<file path="config.mk">
export PLATFORM = sky130hd
export DESIGN_NAME = htf_cfg
export DESIGN_NICKNAME = d
export VERILOG_FILES = /design/src/htf_pkg.sv /design/src/htf_cfg.sv
export SDC_FILE = /design/constraint.sdc
export NUM_CORES = 1
export LEC_CHECK = 0
export BUFFER_PORTS_ARGS = -buffer_cell sky130_fd_sc_hd__buf_2
export CAP_MARGIN = 40
export CELL_PAD_IN_SITES_DETAIL_PLACEMENT = 0
export CELL_PAD_IN_SITES_GLOBAL_PLACEMENT = 1
export CORE_AREA = 2 2 256 258
export CTS_CLUSTER_DIAMETER = 80
export DETAILED_ROUTE_END_ITERATION = 8
export DIE_AREA = 0 0 258 260
export PLACE_DENSITY = 0.76
export SKIP_CTS_REPAIR_TIMING = 1
export SYNTH_ARGS = -nofsm -noshare
export SYNTH_HDL_FRONTEND = slang
export SYNTH_SLANG_ARGS = --single-unit
</file>
<file path="constraint.sdc">
create_clock -name clk_i -period 3.98 [get_ports clk_i]
set_input_delay 1.194 -clock clk_i [delete_from_list [all_inputs] [get_ports clk_i]]
set_output_delay 1.194 -clock clk_i [all_outputs]
set_load 0.01 [all_outputs]
</file>
<file path="src/htf_pkg.sv">
// Shared types and constants for the homogeneous point transform.
// No dependencies; every other file of the block but htf_stream_if imports this package.
package htf_pkg;

  localparam int unsigned FRAC_BITS_DEF = 16;
  localparam int unsigned NUM_REGS      = 8;
  localparam int unsigned REG_W         = 64;
  localparam int unsigned ADDR_W        = 6;
  localparam int unsigned SUM_W         = 66;
  localparam int unsigned QUOT_W        = 33;

  typedef logic signed [31:0] entry_t;
  typedef entry_t [3:0][3:0] mat_t;

  typedef struct packed {
    logic signed [31:0] point_x;
    logic signed [31:0] point_y;
    logic signed [31:0] point_z;
  } point_t;

  typedef struct packed {
    logic signed [31:0] out_x;
    logic signed [31:0] out_y;
    logic signed [31:0] out_z;
    logic               w_zero;
    logic               overflow;
  } result_t;

  typedef struct packed {
    logic [QUOT_W-1:0] mag;
    logic              neg;
    logic              big;
  } quot_t;

endpackage

</file>
<file path="src/htf_cfg.sv">
// APB register file holding the 4x4 matrix, two Q entries per 64-bit register.
// Depends on htf_pkg.
module htf_cfg #(
  parameter int unsigned FRAC_BITS = htf_pkg::FRAC_BITS_DEF
) (
  input  logic                       clk_i,
  input  logic                       rst_ni,
  input  logic                       psel,
  input  logic                       penable,
  input  logic                       pwrite,
  input  logic [htf_pkg::ADDR_W-1:0] paddr,
  input  logic [htf_pkg::REG_W-1:0]  pwdata,
  output logic [htf_pkg::REG_W-1:0]  prdata,
  output htf_pkg::mat_t              mat_o
);
  import htf_pkg::*;

  localparam logic [REG_W-1:0] One = REG_W'(1) << FRAC_BITS;

  logic [REG_W-1:0] cfg_q [NUM_REGS];
  logic [2:0]       idx;

  assign idx    = paddr[ADDR_W-1:3];
  assign prdata = cfg_q[idx];

  always_ff @(posedge clk_i or negedge rst_ni) begin
    if (!rst_ni) begin
      cfg_q[0] <= One;
      cfg_q[1] <= '0;
      cfg_q[2] <= One << 32;
      cfg_q[3] <= '0;
      cfg_q[4] <= '0;
      cfg_q[5] <= One;
      cfg_q[6] <= '0;
      cfg_q[7] <= One << 32;
    end else if (psel && penable && pwrite) begin
      cfg_q[idx] <= pwdata;
    end
  end

  always_comb begin
    for (int r = 0; r < 4; r++) begin
      for (int c = 0; c < 4; c++) begin
        mat_o[r][c] = cfg_q[r*2 + c/2][(c%2)*32 +: 32];
      end
    end
  end

endmodule

</file>
==> metrics <==
total of max-cap violations=0; die height=260 um; gpl congestion=0.8563; overall power=16.45 mW; count of different cell masters after synthesis=24; mux cell area share after synthesis=41.55%; Num CTS Buffers=56; per-cell routed wire length=25.87 um; max-slew violations=0; Crit path largest cell delay=0.52 ns; simple-gate portion of the synthesized area=0.6146%; GRT Residual Overflow=0; worst hold slack=0.5068 ns; skew final=0 ns; outcome=finished, final reports clean; post-synthesis xor/xnor area fraction=0%; register bit total from synthesis=512; met2 usage=36.81%; Final Setup Violations=0; Seq/Total Area, Yosys=55.72%; CTS sink cnt=512; most crowded layer after global routing=met2; CP Max Fanout=17; Commonest cells post-synth=mux2_2, dfrtp_1, mux4_2, mux2_4, buf_2; Hold WC Path Type=reg2reg; all-layer global routing usage=22.05%; Final Net Count=2079; CORE AREA=0.06412 mm^2; met3 GRT Util=7.466%; FF-to-FF Start=mat_o[503]; cell taking the most area after synthesis=dfrtp_1; RSZ-0062 raised after global routing=false; Final Hold Viols=0; met1 Track Usage GR=26.88%; I/O Pins=651; leak pwr=14.59 nW; HP Start=mat_o[268]; PwrDens=556.4 mW/mm^2; Total Wirelength=75100 um; Core Util, Final=46.11%; slew of the pin with the lowest slew margin=0.8442 ns; minimum clock period after layout=3.923 ns; CP cell instances=buf_8 -> buf_12 -> mux4_2 -> mux2_2 -> buf_2; Antenna Violating Nets Remaining=0; Die Area=0.06708 mm^2; DR DRC count=0; ys async rst share=100.0%; area grow syn2layout=28.53%; crit path kind=in2out; largest family of logic cells by synthesized area=multiplexers; Port Buffer Count=647; H-Tree Level Count=2; synthesized area=0.02300 mm^2; synth top area cells=dfrtp_1, mux2_2, mux4_2; EDFF count, synth=0; clk_lat worst skew=0.59 ns; vias in the first global route=16480; max FFs per register=512; setup TNS=0 ns; drt via density=5.223; f_max=0.2549 GHz; area share of fa/ha/maj cells after synthesis=0%; share of the synthesized area in the top cell type=55.26%; DP HPWL=52470 um; reg2reg setup slack=3.13 ns; Top FF cell, synth=dfrtp_1; reg2reg end=mat_o[503]; Initial DRT Pass Iterations=5; Root Buffer Master=clkbuf_16; nature of the critical path endpoint=primary output; Starting Density=35.88%; slowest stage cell, crit path=mux4_2; fin crit share=98.58%; pin count of the biggest net entering global routing=81; Compound-Gate Fraction of Synth Area=0.1142%; Syn Inst Count=1323; DIE WIDTH=258 um; syn_area_per_cell=17.39 um^2; crit path launch type=primary input; Reg2Reg Depth=1; Synth warnings=0; TritonCTS clock tree=yes; share of cells above drive strength 1=73.52%; clock slew at reported path FFs=0.06 ns; vias=15160; hold-critical path endpoint=mat_o[268]; initial antenna violation count=4; Worst VDD drop=0.3443 mV; Core Rows=93; number of buffers on the longest clock path=3; post-synthesis net count=1398; hold path depth=1; count leader, synth=mux2_2; Max-slew headroom=43.72%; Worst EP required=2.79 ns; DR iter-0 viols=784; global-route wire length before repair=111500 um; CP arrival=2.73 ns
-- power by group --
group | internal [mW] | leakage [nW] | switching (mW)
registers | 6.24 | 6.54 | 0.847
logic | 2.25 | 7.18 | 2.05
clock network | 2.95 | 0.882 | 2.12
-- critical path, delay by kind of cell --
kind                   cells  cell delay, ns
buffers and inverters      3            0.65
multiplexers               2            0.84
-- cells by family after synthesis --
group | Yosys count
AO/OA/AOI/OAI | 3
buffers and inverters | 87
flip-flops | 512
multiplexers | 703
AND/OR/NAND/NOR | 18
-- placed cells by master (no fill, tap or decap), types with 4 or more instances in the layout --
cell | Yosys | final
buf_12 | 0 | 31
buf_2 | 59 | 643
buf_4 | 0 | 33
clkbuf_1 | 13 | 16
clkbuf_16 | 0 | 57
clkbuf_8 | 0 | 14
clkinv_2 | 0 | 9
dfrtp_1 | 508 | 508
dfstp_2 | 4 | 4
mux2_1 | 4 | 4
mux2_2 | 511 | 511
mux2_4 | 60 | 60
mux4_2 | 126 | 126
nor2_4 | 0 | 6
-- final cells by class --
| cell class | instances | area, um^2 |
|---|---|---|
| Antenna cell | 1 | 2.502 |
| Clock buffer | 87 | 1679 |
| Clock inverter | 14 | 110.1 |
| Fill cell | 5738 | 34550 |
| Multi-Input combinational cell | 724 | 9759 |
| Sequential cell | 512 | 12820 |
| Tap cell | 855 | 1070 |
| Timing Repair Buffer | 710 | 4128 |
-- stage by stage --
stage	instance area [um^2]	worst slack, ns	std cells
floorplan	23000	0.1476	1323
global placement	27770	0.04120	2801
detailed placement	27770	0.03268	2801
CTS	29560	0.03203	2902
global route	29570	0.01386	2903
finish	29570	0.05666	2903
-- routing by layer --
layer / part of all wire [%] / vias up
li1: - / 6360
met1: 39 / 8072
met2: 49 / 585
met3: 8.4 / 138
met4: 3.1 / 6
met5: 0.045 / -
-- how the worst max path moves through the flow --
stage	start	endpoint	slack, ns	cells after the start
after floorplan	paddr[3]	prdata[0]	0.15	5
after global placement	paddr[3]	prdata[2]	0.04	5
after detailed placement	paddr[3]	prdata[2]	0.03	5
after CTS	paddr[3]	prdata[2]	0.03	5
after global routing	paddr[3]	prdata[2]	0.01	5
final	paddr[3]	prdata[2]	0.06	5
(Power assumes the default switching activity.)
